## config.mk

```make
export PLATFORM = sky130hd
export DESIGN_NAME = pixel_hit_cluster_encoder_top
export DESIGN_NICKNAME = d
export VERILOG_FILES = /design/src/hdl/phce_pkg.sv /design/src/hdl/pixel_hit_cluster_encoder_top.sv
export SDC_FILE = /design/constraint.sdc
export NUM_CORES = 1
export LEC_CHECK = 0
export ABC_AREA = 1
export BUFFER_PORTS_ARGS = -buffer_cell sky130_fd_sc_hd__buf_2
export CORE_MARGIN = 3
export CORE_UTILIZATION = 51
export CTS_CLUSTER_DIAMETER = 50
export CTS_CLUSTER_SIZE = 20
export DETAILED_ROUTE_END_ITERATION = 10
export GPL_TIMING_DRIVEN = 0
export PLACE_DENSITY = 0.76
export SETUP_SLACK_MARGIN = 0.15
export SYNTH_ARGS = -nofsm -noshare
export SYNTH_HDL_FRONTEND = slang
export SYNTH_SLANG_ARGS = --single-unit
```

## constraint.sdc

```tcl
create_clock -name clk -period 2.4 [get_ports clk]
set_input_delay 0.24 -clock clk [delete_from_list [all_inputs] [get_ports clk]]
set_output_delay 0.24 -clock clk [all_outputs]
set_load 0.02 [all_outputs]
```

## src/hdl/phce_pkg.sv

```systemverilog
// Package for the pixel hit cluster encoder: word kinds, field widths and defaults.
package phce_pkg;

    // Field widths of one input item and one output word
    localparam int ENCODER_W    = 4;
    localparam int ADDR_W       = 10;
    localparam int WORD_MAP_W   = 7;
    localparam int S_TDATA_W    = 16;
    localparam int M_TDATA_W    = 24;

    // Default cluster window after the base address
    localparam int HITMAP_BITS_DEFAULT = 7;

    // Input operation codes (travel on s_tuser)
    typedef enum logic {
        OP_HIT = 1'b0,
        OP_EOR = 1'b1
    } op_t;

    // Output word kinds (travel on m_tuser)
    typedef enum logic [1:0] {
        KIND_SHORT   = 2'd0,
        KIND_LONG    = 2'd1,
        KIND_TRAILER = 2'd2
    } word_kind_t;

endpackage

```

## src/hdl/pixel_hit_cluster_encoder_top.sv

```systemverilog
// Pixel hit cluster encoder: groups neighboring hits of one encoder into short/long words.
//
// Usage:
//   Slave channel (s_*): one item is a pixel hit (s_tuser = 0, encoder number and
//   pixel address in s_tdata) or an end-of-region marker (s_tuser = 1).
//   Master channel (m_*): data words (short or long) and the region trailer; the
//   kind is on m_tuser, m_tlast marks the last word caused by one input item.
//   cfg_wr_en / cfg_wr_data write clustering_enable; write it only while idle.
// Timing:
//   An accepted item is held in the input register; any word it yields is loaded into the
//   output register when it is processed, which waits for the output and any queued trailer.
//   One item per cycle is sustained while m_tready stays high; an end-of-region that flushes
//   an open cluster yields two words and holds off the next item until the trailer is loaded.
// Reset:
//   rst_n clears both registers' valid flags and the open cluster; clustering is
//   enabled after reset.
// Stall:
//   While m_tready is low the output word holds and the input register still
//   takes one more item; after that s_tready drops until the output drains.
module pixel_hit_cluster_encoder_top #(
    parameter int HITMAP_BITS = phce_pkg::HITMAP_BITS_DEFAULT
) (
    input  logic                           clk,
    input  logic                           rst_n,
    // Configuration: clustering_enable
    input  logic                           cfg_wr_en,
    input  logic                           cfg_wr_data,
    // Input items
    input  logic                           s_tvalid,
    output logic                           s_tready,
    input  logic [phce_pkg::S_TDATA_W-1:0] s_tdata,  // [3:0] encoder_num, [13:4] pixel_addr
    input  logic                           s_tuser,  // [0] operation
    // Output words
    output logic                           m_tvalid,
    input  logic                           m_tready,
    output logic [phce_pkg::M_TDATA_W-1:0] m_tdata,  // [3:0] encoder, [13:4] base, [20:14] hitmap
    output logic [1:0]                     m_tuser,  // [1:0] word_kind
    output logic                           m_tlast   // last
);

    localparam int EXT_W  = (HITMAP_BITS > phce_pkg::WORD_MAP_W) ?
                            HITMAP_BITS : phce_pkg::WORD_MAP_W;
    localparam int DIFF_W = phce_pkg::ADDR_W + 1;

    // Configuration register
    logic enable_reg;

    // Input register
    logic                            in_valid_reg;
    phce_pkg::op_t                   in_op_reg;
    logic [phce_pkg::ENCODER_W-1:0]  in_enc_reg;
    logic [phce_pkg::ADDR_W-1:0]     in_addr_reg;

    // Cluster state
    logic                            cluster_open_reg, cluster_open_next;
    logic [phce_pkg::ENCODER_W-1:0]  cluster_enc_reg, cluster_enc_next;
    logic [phce_pkg::ADDR_W-1:0]     cluster_base_reg, cluster_base_next;
    logic [HITMAP_BITS-1:0]          cluster_map_reg, cluster_map_next;

    // Output register and queued trailer
    logic                            out_valid_reg, out_valid_next;
    phce_pkg::word_kind_t            out_kind_reg, out_kind_next;
    logic [phce_pkg::ENCODER_W-1:0]  out_enc_reg, out_enc_next;
    logic [phce_pkg::ADDR_W-1:0]     out_base_reg, out_base_next;
    logic [phce_pkg::WORD_MAP_W-1:0] out_map_reg, out_map_next;
    logic                            out_last_reg, out_last_next;
    logic                            trail_pend_reg, trail_pend_next;

    logic                            advance;
    logic                            out_take;
    logic [DIFF_W-1:0]               diff;
    logic [HITMAP_BITS-1:0]          hit_bit;
    logic                            in_window;
    logic                            window_end;
    logic [HITMAP_BITS-1:0]          joined_map;
    logic [EXT_W-1:0]                map_ext;
    logic [EXT_W-1:0]                joined_ext;
    phce_pkg::word_kind_t            flush_kind;
    phce_pkg::word_kind_t            joined_kind;

    // Handshake: process the held item when the output stage can take a word and no trailer is queued
    assign out_take = m_tvalid && m_tready;
    assign advance  = in_valid_reg && (!out_valid_reg || m_tready) && !trail_pend_reg;
    assign s_tready = !in_valid_reg || advance;

    // Configuration write
    always_ff @(posedge clk or negedge rst_n)
    begin
        if (!rst_n)
        begin
            enable_reg <= 1'b1;
        end
        else if (cfg_wr_en)
        begin
            enable_reg <= cfg_wr_data;
        end
    end

    // Capture an input item
    always_ff @(posedge clk or negedge rst_n)
    begin
        if (!rst_n)
        begin
            in_valid_reg <= 1'b0;
        end
        else if (s_tready)
        begin
            in_valid_reg <= s_tvalid;
        end
    end

    always_ff @(posedge clk)
    begin
        if (s_tvalid && s_tready)
        begin
            in_op_reg   <= phce_pkg::op_t'(s_tuser);
            in_enc_reg  <= s_tdata[phce_pkg::ENCODER_W-1:0];
            in_addr_reg <= s_tdata[phce_pkg::ENCODER_W +: phce_pkg::ADDR_W];
        end
    end

    // Window test: address minus base, one-hot bit for the new hit
    assign diff = {1'b0, in_addr_reg} - {1'b0, cluster_base_reg};

    always_comb
    begin
        for (int i = 0; i < HITMAP_BITS; i++)
        begin
            hit_bit[i] = (diff == DIFF_W'(i + 1));
        end
    end

    assign in_window  = (in_enc_reg == cluster_enc_reg) && (hit_bit != '0);
    assign window_end = hit_bit[HITMAP_BITS-1];
    assign joined_map = cluster_map_reg | hit_bit;
    assign map_ext    = EXT_W'(cluster_map_reg);
    assign joined_ext = EXT_W'(joined_map);
    assign flush_kind  = (cluster_map_reg != '0) ? phce_pkg::KIND_LONG : phce_pkg::KIND_SHORT;
    assign joined_kind = (joined_map != '0) ? phce_pkg::KIND_LONG : phce_pkg::KIND_SHORT;

    // Next cluster state and output word
    always_comb
    begin
        cluster_open_next = cluster_open_reg;
        cluster_enc_next  = cluster_enc_reg;
        cluster_base_next = cluster_base_reg;
        cluster_map_next  = cluster_map_reg;
        out_valid_next    = out_valid_reg;
        out_kind_next     = out_kind_reg;
        out_enc_next      = out_enc_reg;
        out_base_next     = out_base_reg;
        out_map_next      = out_map_reg;
        out_last_next     = out_last_reg;
        trail_pend_next   = trail_pend_reg;

        if (advance)
        begin
            // Preload the flush cluster word, not valid by default; arms below override
            out_valid_next = 1'b0;
            out_kind_next  = flush_kind;
            out_enc_next   = cluster_enc_reg;
            out_base_next  = cluster_base_reg;
            out_map_next   = map_ext[phce_pkg::WORD_MAP_W-1:0];
            out_last_next  = 1'b1;
            priority if (in_op_reg == phce_pkg::OP_EOR)
            begin
                cluster_open_next = 1'b0;
                cluster_map_next  = '0;
                out_valid_next    = 1'b1;
                if (cluster_open_reg)
                begin
                    out_last_next   = 1'b0;
                    trail_pend_next = 1'b1;
                end
                else
                begin
                    out_kind_next = phce_pkg::KIND_TRAILER;
                    out_enc_next  = '0;
                    out_base_next = '0;
                    out_map_next  = '0;
                end
            end
            else if (!enable_reg)
            begin
                out_valid_next = 1'b1;
                out_kind_next  = phce_pkg::KIND_SHORT;
                out_enc_next   = in_enc_reg;
                out_base_next  = in_addr_reg;
                out_map_next   = '0;
            end
            else if (!cluster_open_reg)
            begin
                cluster_open_next = 1'b1;
                cluster_enc_next  = in_enc_reg;
                cluster_base_next = in_addr_reg;
                cluster_map_next  = '0;
            end
            else if (in_window)
            begin
                cluster_map_next = joined_map;
                if (window_end)
                begin
                    // Last window bit hit: send the long word early and close
                    out_valid_next    = 1'b1;
                    out_kind_next     = joined_kind;
                    out_map_next      = joined_ext[phce_pkg::WORD_MAP_W-1:0];
                    cluster_open_next = 1'b0;
                    cluster_map_next  = '0;
                end
            end
            else
            begin
                // Hit outside the window: flush and start a new cluster
                out_valid_next    = 1'b1;
                cluster_open_next = 1'b1;
                cluster_enc_next  = in_enc_reg;
                cluster_base_next = in_addr_reg;
                cluster_map_next  = '0;
            end
        end
        else if (out_take)
        begin
            if (trail_pend_reg)
            begin
                // Load the queued trailer behind the flushed cluster
                out_kind_next   = phce_pkg::KIND_TRAILER;
                out_enc_next    = '0;
                out_base_next   = '0;
                out_map_next    = '0;
                out_last_next   = 1'b1;
                trail_pend_next = 1'b0;
            end
            else
            begin
                out_valid_next = 1'b0;
            end
        end
    end

    // Control registers
    always_ff @(posedge clk or negedge rst_n)
    begin
        if (!rst_n)
        begin
            cluster_open_reg <= 1'b0;
            cluster_enc_reg  <= '0;
            cluster_base_reg <= '0;
            cluster_map_reg  <= '0;
            out_valid_reg    <= 1'b0;
            trail_pend_reg   <= 1'b0;
        end
        else
        begin
            cluster_open_reg <= cluster_open_next;
            cluster_enc_reg  <= cluster_enc_next;
            cluster_base_reg <= cluster_base_next;
            cluster_map_reg  <= cluster_map_next;
            out_valid_reg    <= out_valid_next;
            trail_pend_reg   <= trail_pend_next;
        end
    end

    // Output word payload
    always_ff @(posedge clk)
    begin
        out_kind_reg <= out_kind_next;
        out_enc_reg  <= out_enc_next;
        out_base_reg <= out_base_next;
        out_map_reg  <= out_map_next;
        out_last_reg <= out_last_next;
    end

    // Drive the master channel
    assign m_tvalid = out_valid_reg;
    assign m_tdata  = {3'b000, out_map_reg, out_base_reg, out_enc_reg};
    assign m_tuser  = out_kind_reg;
    assign m_tlast  = out_last_reg;

`ifndef SYNTHESIS
    // A queued trailer always sits behind a word in the output register
    a_pend_has_word: assert property (@(posedge clk) disable iff (!rst_n)
        trail_pend_reg |-> (out_valid_reg && !out_last_reg))
        else $error("trailer queued without a flushed cluster word ahead");

    // Nothing is processed while a trailer is still queued
    a_no_advance_pend: assert property (@(posedge clk) disable iff (!rst_n)
        trail_pend_reg |-> !advance)
        else $error("item processed while trailer queued");

    // A closed cluster carries no hitmap bits
    a_closed_map_clear: assert property (@(posedge clk) disable iff (!rst_n)
        !cluster_open_reg |-> (cluster_map_reg == '0))
        else $error("hitmap bits left in a closed cluster");

    // A waiting trailer means the region's cluster is closed
    a_trailer_closed: assert property (@(posedge clk) disable iff (!rst_n)
        (out_valid_reg && out_kind_reg == phce_pkg::KIND_TRAILER) |-> !cluster_open_reg)
        else $error("cluster open while region trailer pending");

    // A queued trailer is presented right after the flushed word leaves
    a_trailer_follows: assert property (@(posedge clk) disable iff (!rst_n)
        (trail_pend_reg && m_tready) |=>
            (out_valid_reg && out_kind_reg == phce_pkg::KIND_TRAILER && out_last_reg))
        else $error("queued trailer not presented after flush word");
`endif

endmodule

```

==> results.cfg <==
[clock_network]
cts_htree_levels = 3
cts_num_sinks = 65
worst_setup_hold_path_clk_slew_ns = 0.08
clk_latency_ns = 0.35
cts_buffer_depth = 2
tritoncts = built
total_clock_buffers_created_by_cts = 9
ctsRootBufferMaster = clkbuf_8

[place]
place.detailed.hpwl_mm = 5.13
number_of_port_buffers = 46
place.detailed.instances = 498
place.gp.congestion = 0.890

[sta]
timing.setup.tns_ns = -2.32
measured_slew_at_the_worst_slew_check_pin_ns = 0.947
clock.fmax_ghz = 0.394
layout_worst_path_cycle_share_pct = 106
setup_viol = 24
timing.final.max_slew_violations = 0
clock_skew_ns = 0.0105
slew_headroom_pct = 36.9
hold_violations = 0
rsz0062_at_grt = true
final.setup.worst_slack_ns = -0.137
layout_min_cycle_time_ns = 2.54

[global_route]
gr-total-overflow = 0
met3_usage_pct = 5.70
groute.layer.met1.usage_pct = 25.4
grt_start_max_net_pins = 27
antenna_found_initial = 0
groute.usage.overall_pct = 21.2
grt_first_pass_wirelength_mm = 12.1
globalRouteMet2Util_pct = 34.5
grt_busiest_layer = met2
grt_pass1_vias = 2656

[critical_path]
timing.critical_path.cells = ha_4, fa_2, inv_2, nand3_2, nand2_2, buf_4, xor2_1, nor2_1, nand2_1, nor2_4, o311ai_4, nor2b_4, nand2_4, nand2_4, buf_6, nand2_2, nand2_1
slowest_stage_delay_on_critical_path_ns = 0.44
path_type_of_the_worst_setup_path = flop to flop
required_time_reported_for_the_critical_path_endpoint_ns = 2.68
worst_setup_path_start_kind = flop
cp_slowest_cell = dfrtp_1
highest_net_fanout_along_the_worst_path = 5
cp.arrival_ns = 2.82
cp-end-kind = flop

[die]
floorplan.rows = 28
starting_density_pct = 54.5
floorplan.io_pins = 52
die_width_um = 86.7
floorplan.core_area_um2 = 6100
chipHeight_um = 86.7
dieArea_um2 = 7520

[final_layout]
nNetsFinal = 477
insertedDiodeCount = 0
synthesis_to_finish_area_growth_pct = 24.6
finalNonFillerCells = 523
fillers = 484
final_util_pct = 67.9
ff_latch_area_um2 = 1820
layout-drive-gt1-share_pct = 28.8
multi_input_combinational_cell_area_um2 = 1430

[routing]
wl_mm = 7.71
drtPass1Iterations = 4
avgRoutedWirePerCell_um = 14.7
initialDrtViolationCount = 168
drt.antenna.violating_nets = 0
vias_per_cell = 5.32
drcViolationCount = 0
routed-via-count = 2783

[yosys]
dominant_cells_by_area_after_synthesis = edfxtp_1, dfrtp_1, nand2_1, inv_1, nand3_1
synth_simple_gate_area_share_pct = 23.0
synth.top_cell.area_share_pct = 35.3
main_combinational_cell_family_by_area_after_synthesis = simple AND/OR/NAND/NOR gates
ys_types = 32
synthesis.area_per_instance_um2 = 8.88
post_synth_instance_area_um2 = 3320
syn-instance-count = 374
post_synth_mux_area_share_pct = 0
synth.ff_latch_count = 65
synth.yosys.seq_area_share_pct = 54.9
synthesis.yosys.warnings = 0
synth-xor-area-share_pct = 1.58
synth_compound_area_share_pct = 7.80
synth_largest_area_cell = edfxtp_1
fraction_of_the_mapped_netlist_area_in_adder_cells_pct = 4.37

[pwr]
total_power_mw = 5.23
pwr_density_cell_nw_per_um2 = 1260
leakage_nw = 1.96
worst_ir_drop_vdd_uv = 774

[min_path]
holdCritPathClass = primary input to flop

[outcome]
failed_checks = setup timing
run_status = finished with violations

[run]
max_cap_violations = 0
worst max-delay path, delay by kind of cell (launching register included):
| kind | cells | cell delay [ns] |
|---|---|---|
| AO/OA/AOI/OAI | 1 | 0.12 |
| XOR/XNOR | 1 | 0.05 |
| adder cells (fa/ha/maj) | 2 | 0.55 |
| buffers and inverters | 3 | 0.33 |
| flip-flops | 1 | 0.44 |
| AND/OR/NAND/NOR | 10 | 0.97 |
kinds of logic after synthesis:
| group | Yosys count |
|---|---|
| other | 1 |
| AOI/OAI and AO/OA | 46 |
| adders and majority gates | 11 |
| xor gates and xnor gates | 6 |
| and+or+nand+nor | 178 |
| buffers and inverters | 67 |
| DFF | 65 |
area by class of cell:
type | instances | share of cell area [%]
flip-flops and latches | 65 | 44.1
multi-input cells | 244 | 34.5
repair buffers | 56 | 7.89
inverters | 55 | 4.99
clock buffers | 9 | 2.99
well taps | 75 | 2.27
plain buffers | 12 | 1.94
clock inverters | 7 | 1.33
timing repair:
| item | CTS | global route |
|---|---|---|
| gates cloned | 1 | 0 |
| resized for setup | 14 | 35 |
| hold buffers | 1 | 0 |
| setup endpoints to repair | 25 | 25 |
| pin swaps | 0 | 2 |
| setup buffers | 3 | 4 |
| endpoints found under the hold margin | 25 | 0 |
power by group:
group          total, mW  switching [mW]  leakage, nW  internal (mW)
registers           1.85           0.201        0.710           1.65
clock network      0.842           0.460       0.0862          0.382
logic               2.53            1.67         1.17          0.865
total               5.23            2.33         1.96           2.90
cell usage after synthesis (all sizes together):
master,instances
a21oi,19
a32o,4
and2,1
buf,7
clkbuf,5
clkinv,1
conb,1
dfrtp,25
dfstp,1
edfxtp,39
fa,1
ha,10
inv,54
nand2,113
nand3,38
nand4,3
nor2,17
nor2b,1
nor3,2
nor4,2
o21ai,19
o22ai,2
o311ai,1
o31ai,1
or4,1
xor2,6
metrics by stage:
| stage | setup WS, ns | hold WS (ns) | instance area (µm²) |
|---|---|---|---|
| 6_report | -0.137 | 0.0557 | 4140 |
| 5_1_grt | -0.342 | 0.0354 | 4140 |
| 4_1_cts | -0.139 | 0.0404 | 3980 |
| 3_5_place_dp | -0.181 | 0.290 | 3700 |
| 3_3_place_gp | -0.145 | 0.287 | 3680 |
| 2_1_floorplan | 0.158 | -0.0556 | 3360 |
cell usage in the layout (no fill, tap or decap), drive strengths merged:
cell           n
nand2        113
nor2          17
o31ai          1
conb           3
nor3           2
nor4           2
nand4          3
o21ai         19
fa             1
a21oi         19
nor2b          1
ha            10
edfxtp        39
clkbuf        14
clkinvlp       2
o311ai         1
or4            1
inv           56
nand3         38
dfrtp         25
o22ai          2
and2           1
a32o           4
buf           62
xor2           6
dlygate4sd3    1
clkinv         4
dfstp          1
layer usage:
| layer | part of all wire [%] | up-vias |
|---|---|---|
| li1 | - | 1367 |
| met1 | 40 | 1309 |
| met2 | 50 | 86 |
| met3 | 6.5 | 21 |
| met4 | 3.1 | 0 |
| met5 | 0 | - |
path summary, 6_finish.rpt:
kind	start	endpoint	slack, ns	cells after the start
max	cluster_base_reg[0]$_DFFE_PN0P_	cluster_base_reg[9]$_DFFE_PN0P_	-0.14	17
min	cfg_wr_en	enable_reg$_DFFE_PN1P_	0.06	2
max reg2reg	cluster_base_reg[0]$_DFFE_PN0P_	cluster_base_reg[9]$_DFFE_PN0P_	-0.14	17
min reg2reg	cluster_base_reg[6]$_DFFE_PN0P_	cluster_base_reg[6]$_DFFE_PN0P_	0.49	2
max in group asynchronous	rst_n	cluster_base_reg[7]$_DFFE_PN0P_	1.55	2
min in group asynchronous	rst_n	cluster_map_reg[4]$_DFFE_PN0P_	0.43	2
Note: power is estimated with default switching activity, not from simulation.
